===== config.mk =====
export PLATFORM = sky130hd
export DESIGN_NAME = tcw_seq
export DESIGN_NICKNAME = d
export VERILOG_FILES = /design/src/sv/tcw_pkg.sv /design/src/sv/tcw_seq.sv
export VERILOG_INCLUDE_DIRS = /design/src /design/src/sv
export SDC_FILE = /design/constraint.sdc
export NUM_CORES = 1
export LEC_CHECK = 0
export ABC_AREA = 0
export CAP_MARGIN = 0
export CORE_ASPECT_RATIO = 1.2
export CORE_UTILIZATION = 53
export CTS_CLUSTER_SIZE = 24
export DETAILED_ROUTE_END_ITERATION = 8
export DONT_BUFFER_PORTS = 1
export PLACE_DENSITY = 0.77
export RECOVER_POWER = 25
export SLEW_MARGIN = 20
export SYNTH_ARGS = -nofsm -noshare
export SYNTH_HDL_FRONTEND = slang
export SYNTH_SLANG_ARGS = --single-unit
export TNS_END_PERCENT = 30

===== constraint.sdc =====
create_clock -name clk -period 3.6 [get_ports clk]
set_clock_uncertainty 0.2 [all_clocks]
set_input_delay 0.9 -clock clk [delete_from_list [all_inputs] [get_ports clk]]
set_output_delay 0.9 -clock clk [all_outputs]
set_load 0.01 [all_outputs]

===== src/sv/text_console_writer_defines.svh =====
// assertion macros for the text console writer
// depends on nothing; included by modules that carry assertions
`ifndef TEXT_CONSOLE_WRITER_DEFINES_SVH
`define TEXT_CONSOLE_WRITER_DEFINES_SVH

`ifndef SYNTHESIS
`define TCW_ASSERT_IMP(lbl, clk_s, rstn_s, ante, cons) \
  lbl: assert property (@(posedge clk_s) disable iff (!rstn_s) (ante) |-> (cons)) \
    else $error("tcw: implication check failed");
`define TCW_ASSERT_NXT(lbl, clk_s, rstn_s, ante, cons) \
  lbl: assert property (@(posedge clk_s) disable iff (!rstn_s) (ante) |=> (cons)) \
    else $error("tcw: next-cycle check failed");
`else
`define TCW_ASSERT_IMP(lbl, clk_s, rstn_s, ante, cons)
`define TCW_ASSERT_NXT(lbl, clk_s, rstn_s, ante, cons)
`endif

`endif


===== src/sv/tcw_pkg.sv =====
// shared types and constants of the text console writer
// no dependencies
`timescale 1ns / 1ps

package tcw_pkg;

  typedef logic [15:0] cell_t;

  typedef enum logic [1:0] {
    FUNC_PUT   = 2'd0,
    FUNC_CLEAR = 2'd1,
    FUNC_SET   = 2'd2,
    FUNC_READ  = 2'd3
  } func_t;

  typedef enum logic [4:0] {
    S_INIT   = 5'b00001,
    S_IDLE   = 5'b00010,
    S_READ   = 5'b00100,
    S_FILL   = 5'b01000,
    S_SCROLL = 5'b10000
  } state_t;

  localparam logic [7:0] NEWLINE_CODE = 8'h0A;
  localparam logic [7:0] SPACE_CODE   = 8'h20;
  localparam logic [7:0] ATTR_RESET   = 8'h0F;

  localparam int unsigned CFG_ADDR_W  = 3;
  localparam logic        REG_ATTRIBUTE = 1'b0;

endpackage


===== src/sv/tcw_seq.sv =====
// command sequencer: cursor, put/clear/set/read, scroll and fill sweeps
// depends on tcw_pkg and text_console_writer_defines.svh; drives tcw_cell_ram
`timescale 1ns / 1ps

`include "text_console_writer_defines.svh"

module tcw_seq #(
  parameter int COLUMNS = 80,
  parameter int ROWS    = 25,
  parameter int AW      = 11
) (
  input  logic            clk,
  input  logic            rst_n,
  input  logic            start,
  output logic            busy,
  input  tcw_pkg::func_t  func,
  input  logic [7:0]      char_code,
  input  logic [7:0]      column,
  input  logic [7:0]      row,
  input  logic [10:0]     cell_index,
  input  logic [7:0]      attr,
  output logic            out_valid,
  output logic [10:0]     out_cursor_position,
  output logic [15:0]     out_cell_value,
  output logic            out_scrolled,
  output logic            mem_we,
  output logic [AW-1:0]   mem_waddr,
  output tcw_pkg::cell_t  mem_wdata,
  output logic [AW-1:0]   mem_raddr,
  input  tcw_pkg::cell_t  mem_rdata
);
  import tcw_pkg::*;

  localparam int CELLS = ROWS * COLUMNS;
  localparam int NMOVE = (ROWS - 1) * COLUMNS;
  localparam int CW    = $clog2(COLUMNS);
  localparam int RW    = $clog2(ROWS);
  localparam int PW    = (AW > 11) ? AW : 11;
  localparam int CNTW  = $clog2(CELLS + 1);

  state_t          state_r, state_nxt;
  logic [CW-1:0]   col_r, col_nxt;
  logic [RW-1:0]   row_r, row_nxt;
  logic [CNTW-1:0] cnt_r, cnt_nxt;
  logic            rd_ok_r, rd_ok_nxt;
  logic            out_valid_r, out_valid_nxt;
  cell_t           out_cell_r, out_cell_nxt;
  logic            out_scr_r, out_scr_nxt;

  logic [PW-1:0]   lin;
  logic [PW-1:0]   idx_ext;
  logic            idx_ok;
  logic [CNTW-1:0] cnt_m1;
  logic [CNTW-1:0] rd_sw;
  cell_t           blank;
  logic            col_last, row_last, is_nl, put_wrap, put_scroll;

  assign lin      = PW'(row_r) * PW'(COLUMNS) + PW'(col_r);
  assign idx_ext  = PW'(cell_index);
  assign idx_ok   = {1'b0, idx_ext} < (PW+1)'(CELLS);
  assign cnt_m1   = cnt_r - CNTW'(1);
  assign rd_sw    = cnt_r + CNTW'(COLUMNS);
  assign blank    = {attr, SPACE_CODE};
  assign col_last = (col_r == CW'(COLUMNS - 1));
  assign row_last = (row_r == RW'(ROWS - 1));
  assign is_nl    = (char_code == NEWLINE_CODE);
  assign put_wrap   = is_nl || col_last;
  assign put_scroll = put_wrap && row_last;

  always_comb begin
    state_nxt     = state_r;
    col_nxt       = col_r;
    row_nxt       = row_r;
    cnt_nxt       = cnt_r;
    rd_ok_nxt     = rd_ok_r;
    out_valid_nxt = 1'b0;
    out_cell_nxt  = out_cell_r;
    out_scr_nxt   = out_scr_r;
    mem_we        = 1'b0;
    mem_waddr     = lin[AW-1:0];
    mem_wdata     = {attr, char_code};
    mem_raddr     = idx_ext[AW-1:0];
    case (state_r)
      S_INIT: begin
        mem_we    = 1'b1;
        mem_waddr = cnt_r[AW-1:0];
        mem_wdata = {ATTR_RESET, SPACE_CODE};
        if (cnt_r == CNTW'(CELLS - 1)) begin
          state_nxt = S_IDLE;
          cnt_nxt   = '0;
        end else begin
          cnt_nxt = cnt_r + CNTW'(1);
        end
      end
      S_IDLE: begin
        if (start) begin
          case (func)
            FUNC_PUT: begin
              mem_we = !is_nl;
              if (put_wrap) begin
                col_nxt = '0;
                row_nxt = row_last ? row_r : row_r + RW'(1);
              end else begin
                col_nxt = col_r + CW'(1);
              end
              if (put_scroll) begin
                state_nxt = S_SCROLL;
                cnt_nxt   = '0;
              end else begin
                out_valid_nxt = 1'b1;
                out_cell_nxt  = '0;
                out_scr_nxt   = 1'b0;
              end
            end
            FUNC_CLEAR: begin
              col_nxt   = '0;
              row_nxt   = '0;
              state_nxt = S_FILL;
              cnt_nxt   = '0;
            end
            FUNC_SET: begin
              col_nxt = (column < 8'(COLUMNS)) ? column[CW-1:0] : CW'(COLUMNS - 1);
              row_nxt = (row < 8'(ROWS)) ? row[RW-1:0] : RW'(ROWS - 1);
              out_valid_nxt = 1'b1;
              out_cell_nxt  = '0;
              out_scr_nxt   = 1'b0;
            end
            FUNC_READ: begin
              rd_ok_nxt = idx_ok;
              state_nxt = S_READ;
            end
            default: begin
              state_nxt = S_IDLE;
            end
          endcase
        end
      end
      S_READ: begin
        out_valid_nxt = 1'b1;
        out_cell_nxt  = rd_ok_r ? mem_rdata : '0;
        out_scr_nxt   = 1'b0;
        state_nxt     = S_IDLE;
      end
      S_FILL: begin
        mem_we    = 1'b1;
        mem_waddr = cnt_r[AW-1:0];
        mem_wdata = blank;
        if (cnt_r == CNTW'(CELLS - 1)) begin
          state_nxt     = S_IDLE;
          cnt_nxt       = '0;
          out_valid_nxt = 1'b1;
          out_cell_nxt  = '0;
          out_scr_nxt   = 1'b0;
        end else begin
          cnt_nxt = cnt_r + CNTW'(1);
        end
      end
      S_SCROLL: begin
        // read one row below, write it back in the next cycle
        mem_raddr = (cnt_r < CNTW'(NMOVE)) ? rd_sw[AW-1:0] : '0;
        mem_we    = (cnt_r != '0);
        mem_waddr = cnt_m1[AW-1:0];
        mem_wdata = (cnt_m1 < CNTW'(NMOVE)) ? mem_rdata : blank;
        if (cnt_r == CNTW'(CELLS)) begin
          state_nxt     = S_IDLE;
          cnt_nxt       = '0;
          out_valid_nxt = 1'b1;
          out_cell_nxt  = '0;
          out_scr_nxt   = 1'b1;
        end else begin
          cnt_nxt = cnt_r + CNTW'(1);
        end
      end
      default: begin
        state_nxt = S_IDLE;
      end
    endcase
  end

  always_ff @(posedge clk) begin
    if (!rst_n) begin
      state_r     <= S_INIT;
      col_r       <= '0;
      row_r       <= '0;
      cnt_r       <= '0;
      rd_ok_r     <= 1'b0;
      out_valid_r <= 1'b0;
      out_scr_r   <= 1'b0;
    end else begin
      state_r     <= state_nxt;
      col_r       <= col_nxt;
      row_r       <= row_nxt;
      cnt_r       <= cnt_nxt;
      rd_ok_r     <= rd_ok_nxt;
      out_valid_r <= out_valid_nxt;
      out_scr_r   <= out_scr_nxt;
    end
  end

  always_ff @(posedge clk) begin
    out_cell_r <= out_cell_nxt;
  end

  assign busy                = (state_r != S_IDLE);
  assign out_valid           = out_valid_r;
  assign out_cursor_position = lin[10:0];
  assign out_cell_value      = out_cell_r;
  assign out_scrolled        = out_scr_r;

  `TCW_ASSERT_IMP(a_no_result_in_sweep, clk, rst_n,
    ((state_r == S_INIT) || (state_r == S_FILL) || (state_r == S_SCROLL)), (!out_valid_r))
  `TCW_ASSERT_NXT(a_put_result_next, clk, rst_n,
    (start && !busy && (func == FUNC_PUT) && !put_scroll), (out_valid_r && !out_scr_r))
  `TCW_ASSERT_IMP(a_cursor_in_grid, clk, rst_n, (1'b1),
    (({1'b0, col_r} < (CW+1)'(COLUMNS)) && ({1'b0, row_r} < (RW+1)'(ROWS))))
  `TCW_ASSERT_IMP(a_write_in_range, clk, rst_n, (mem_we),
    ({1'b0, mem_waddr} < (AW+1)'(CELLS)))

endmodule


==> impl_metrics.tcl <==
set metrics [dict create \
    status "complete, but fails checks" \
    violations "setup timing" \
    synth_cells 468 \
    cts_tree "built" \
    critPathRequiredTime_ns 2.50 \
    m1WireLength_um 4070 \
    fin_ws_ns -0.0112 \
    ir_worst_vdd_mv 0.181 \
    die_height_um 94.4 \
    drtIter0Drc 249 \
    grt_pass1_vias 3379 \
    tightest_slew_ns 0.784 \
    drv_cap 0 \
    synth_top_area_share_pct 16.5 \
    place_congestion 0.942 \
    wire_per_inst_um 19.0 \
    critPathMaxFanout 6 \
    slew_headroom_pct 47.7 \
    core_mm2 0.00685 \
    io_pins 133 \
    grt_setup_unrepaired "yes" \
    ys.flop_type "dfxtp_1" \
    synth_cell_type_count 64 \
    num_rows 33 \
    grt_pass1_wl_um 16300 \
    maxUsedRoutingLayer "met4" \
    synth-seq-cells 47 \
    fin_crit_ns 3.61 \
    avgSynthCellArea_um2 8.05 \
    fmax_mhz 277 \
    worst-setup-path-type "reg -> out" \
    initial_core_util_pct 55.0 \
    final_common_cell "nor2_1" \
    clock_path_buffers 2 \
    synth_edf_count 16 \
    start_kind "flop" \
    hold-worst-slack_ns 0.304 \
    firstDrtPassIters 5 \
    power.density_mw_per_mm2 352 \
    grt_overflow 0 \
    critPathCaptureType "primary output" \
    cts_max_level 2 \
    yosysTopAreaCell "dfxtp_1" \
    cts_root_buf "clkbuf_8" \
    hp-class "reg -> reg" \
    antenna_found_initial 0 \
    slew_violations 0 \
    area.growth.synth_to_final_pct 10.6 \
    slowest_delay_ns 0.44 \
    die_area_mm2 0.00745 \
    yosys_warnings 0 \
    cpMaxStageDelayCell "a311o_2" \
    ys_seq_area_share_pct 29.2 \
    cp_top_family "compound AO/OA/AOI/OAI gates" \
    grt_max_degree 22 \
    clkSinkCount 47 \
    p_leak_nw 1.67 \
    crit_chain "inv_4 -> ha_4 -> or3b_4 -> a21boi_2 -> xor2_1 -> o2bb2ai_2 -> a311o_2 -> a221o_1" \
    portBuffers 0 \
    wl_met3_um 946 \
    vias_per_cell 6.46 \
    cp_data_arrival_time_ns 2.51 \
    final_cell_mix "nor2_1, nand2_1, o21ai_0, buf_4, a21oi_1" \
    synth-async-reset-ratio_pct 0 \
    clkSlewWorstSetupHoldPaths_ns 0.09 \
    antenna_cells 0 \
    syn_area_mm2 0.00377 \
    totalWireLength_um 10600 \
    final_area_mm2 0.00417 \
    dpl.hpwl_um 7980 \
    route.met2.wl_um 5280 \
    nets 561 \
    drc 0 \
    timing.final.hold_violations 0 \
    clkLatencyLatePin_ns 0.31 \
    fp.dieW_um 79.0 \
    final_antenna_net_count 0 \
    place_area_mm2 0.00387 \
    synth_nets 558 \
    vias 3612 \
    period_share_pct 100 \
    cp_num_buf_inv 1 \
    numCtsBuffers 5 \
    track_usage_pct 27.9 \
    setup-violations-final 1 \
    layout-drive-gt1-share_pct 14.4 \
    synth.area.top_cells "dfxtp_1, edfxtp_1, ha_1" \
]
per-layer routing:
metal | GRT usage [%] | vias to the layer above
li1 | - | 1730
met4 | 12.6 | 0
met3 | 6.57 | 29
met2 | 49.4 | 176
met1 | 31.7 | 1677
met5 | 0 | -
worst min-delay path: cells and delay by family (launching register included):
family | cells | cell delay, ns
flops | 1 | 0.37
simple gates | 1 | 0.05
compound gates | 1 | 0.05
synth_stat cells, types with 5 or more instances:
master,count
nor2_1,60
a221o_1,8
ha_1,24
nand4_1,6
xor2_1,7
a21oi_1,24
inv_1,21
nand2_1,34
buf_4,6
nor3_1,10
nand3_1,18
o21ai_0,31
clkbuf_1,17
edfxtp_1,16
and2_1,18
buf_2,5
and3_1,8
nand2b_1,6
a22oi_1,7
dfxtp_1,31
o221ai_1,5
xnor2_1,9
a22o_1,23
power breakdown:
part / switching [mW] / internal [mW]
sequential: 0.0208 / 0.564
combinational: 0.262 / 0.148
clock: 0.192 / 0.277
total: 0.475 / 0.990
cell type report:
class / count / area (um2)
Sequential cell: 47 / 1120
Inverter: 21 / 83.8
Clock inverter: 3 / 67.6
Fill cell: 603 / 2690
Clock buffer: 5 / 68.8
Multi-Input combinational cell: 369 / 2520
Tap cell: 87 / 109
Timing Repair Buffer: 27 / 199
final timing paths:
path / from / to / slack, ns / cells after the start
setup / recovery: cnt_r[1]$_SDFFE_PN0P_ / mem_wdata[10] / -0.01 / 8
hold / removal: row_r[3]$_SDFFE_PN0P_ / row_r[3]$_SDFFE_PN0P_ / 0.30 / 2
hold reg to reg: row_r[3]$_SDFFE_PN0P_ / row_r[3]$_SDFFE_PN0P_ / 0.30 / 2
setup reg to reg: cnt_r[0]$_SDFFE_PN0P_ / out_cell_value[1]$_SDFFCE_PN0P_ / 0.95 / 8
through the flow:
stage | util [%] | cells | worst slack (ns) | TNS, ns | total power [mW]
6_report | 60.8 | 559 | -0.0112 | -0.0112 | 1.46
3_5_place_dp | 56.5 | 544 | 0.107 | 0 | 0.974
3_3_place_gp | 56.5 | 544 | 0.160 | 0 | 0.962
5_1_grt | 60.8 | 559 | -0.0964 | -0.158 | 1.53
2_1_floorplan | - | 468 | 0.145 | 0 | 0.886
4_1_cts | 59.3 | 553 | 0.000263 | 0 | 1.45
what timing repair did:
action                     CTS  global route
setup buffers                1             6
resized for setup           18            17
pin swaps                    8            14
setup endpoints to repair   12            12
hold buffers                 0             0
state kept, by name (all words and copies together) (netlist names):
signal	count
cnt_r	11
col_r	7
out_cell_value	16
out_scrolled	1
out_valid	1
rd_ok_r	1
row_r	5
state_r	5
logic make-up (layout without fill, tap and decap cells):
family / Yosys count / count (layout) / synth area share [%]
XOR/XNOR: 16 / 16 / 3.72
adder cells (fa/ha/maj): 26 / 26 / 9.03
flip-flops: 47 / 47 / 29.2
multiplexers: 4 / 4 / 1.06
AO/OA/AOI/OAI: 138 / 138 / 25.9
AND/OR/NAND/NOR: 185 / 185 / 24.9
buffers and inverters: 52 / 56 / 6.18
(Power assumes the default switching activity.)
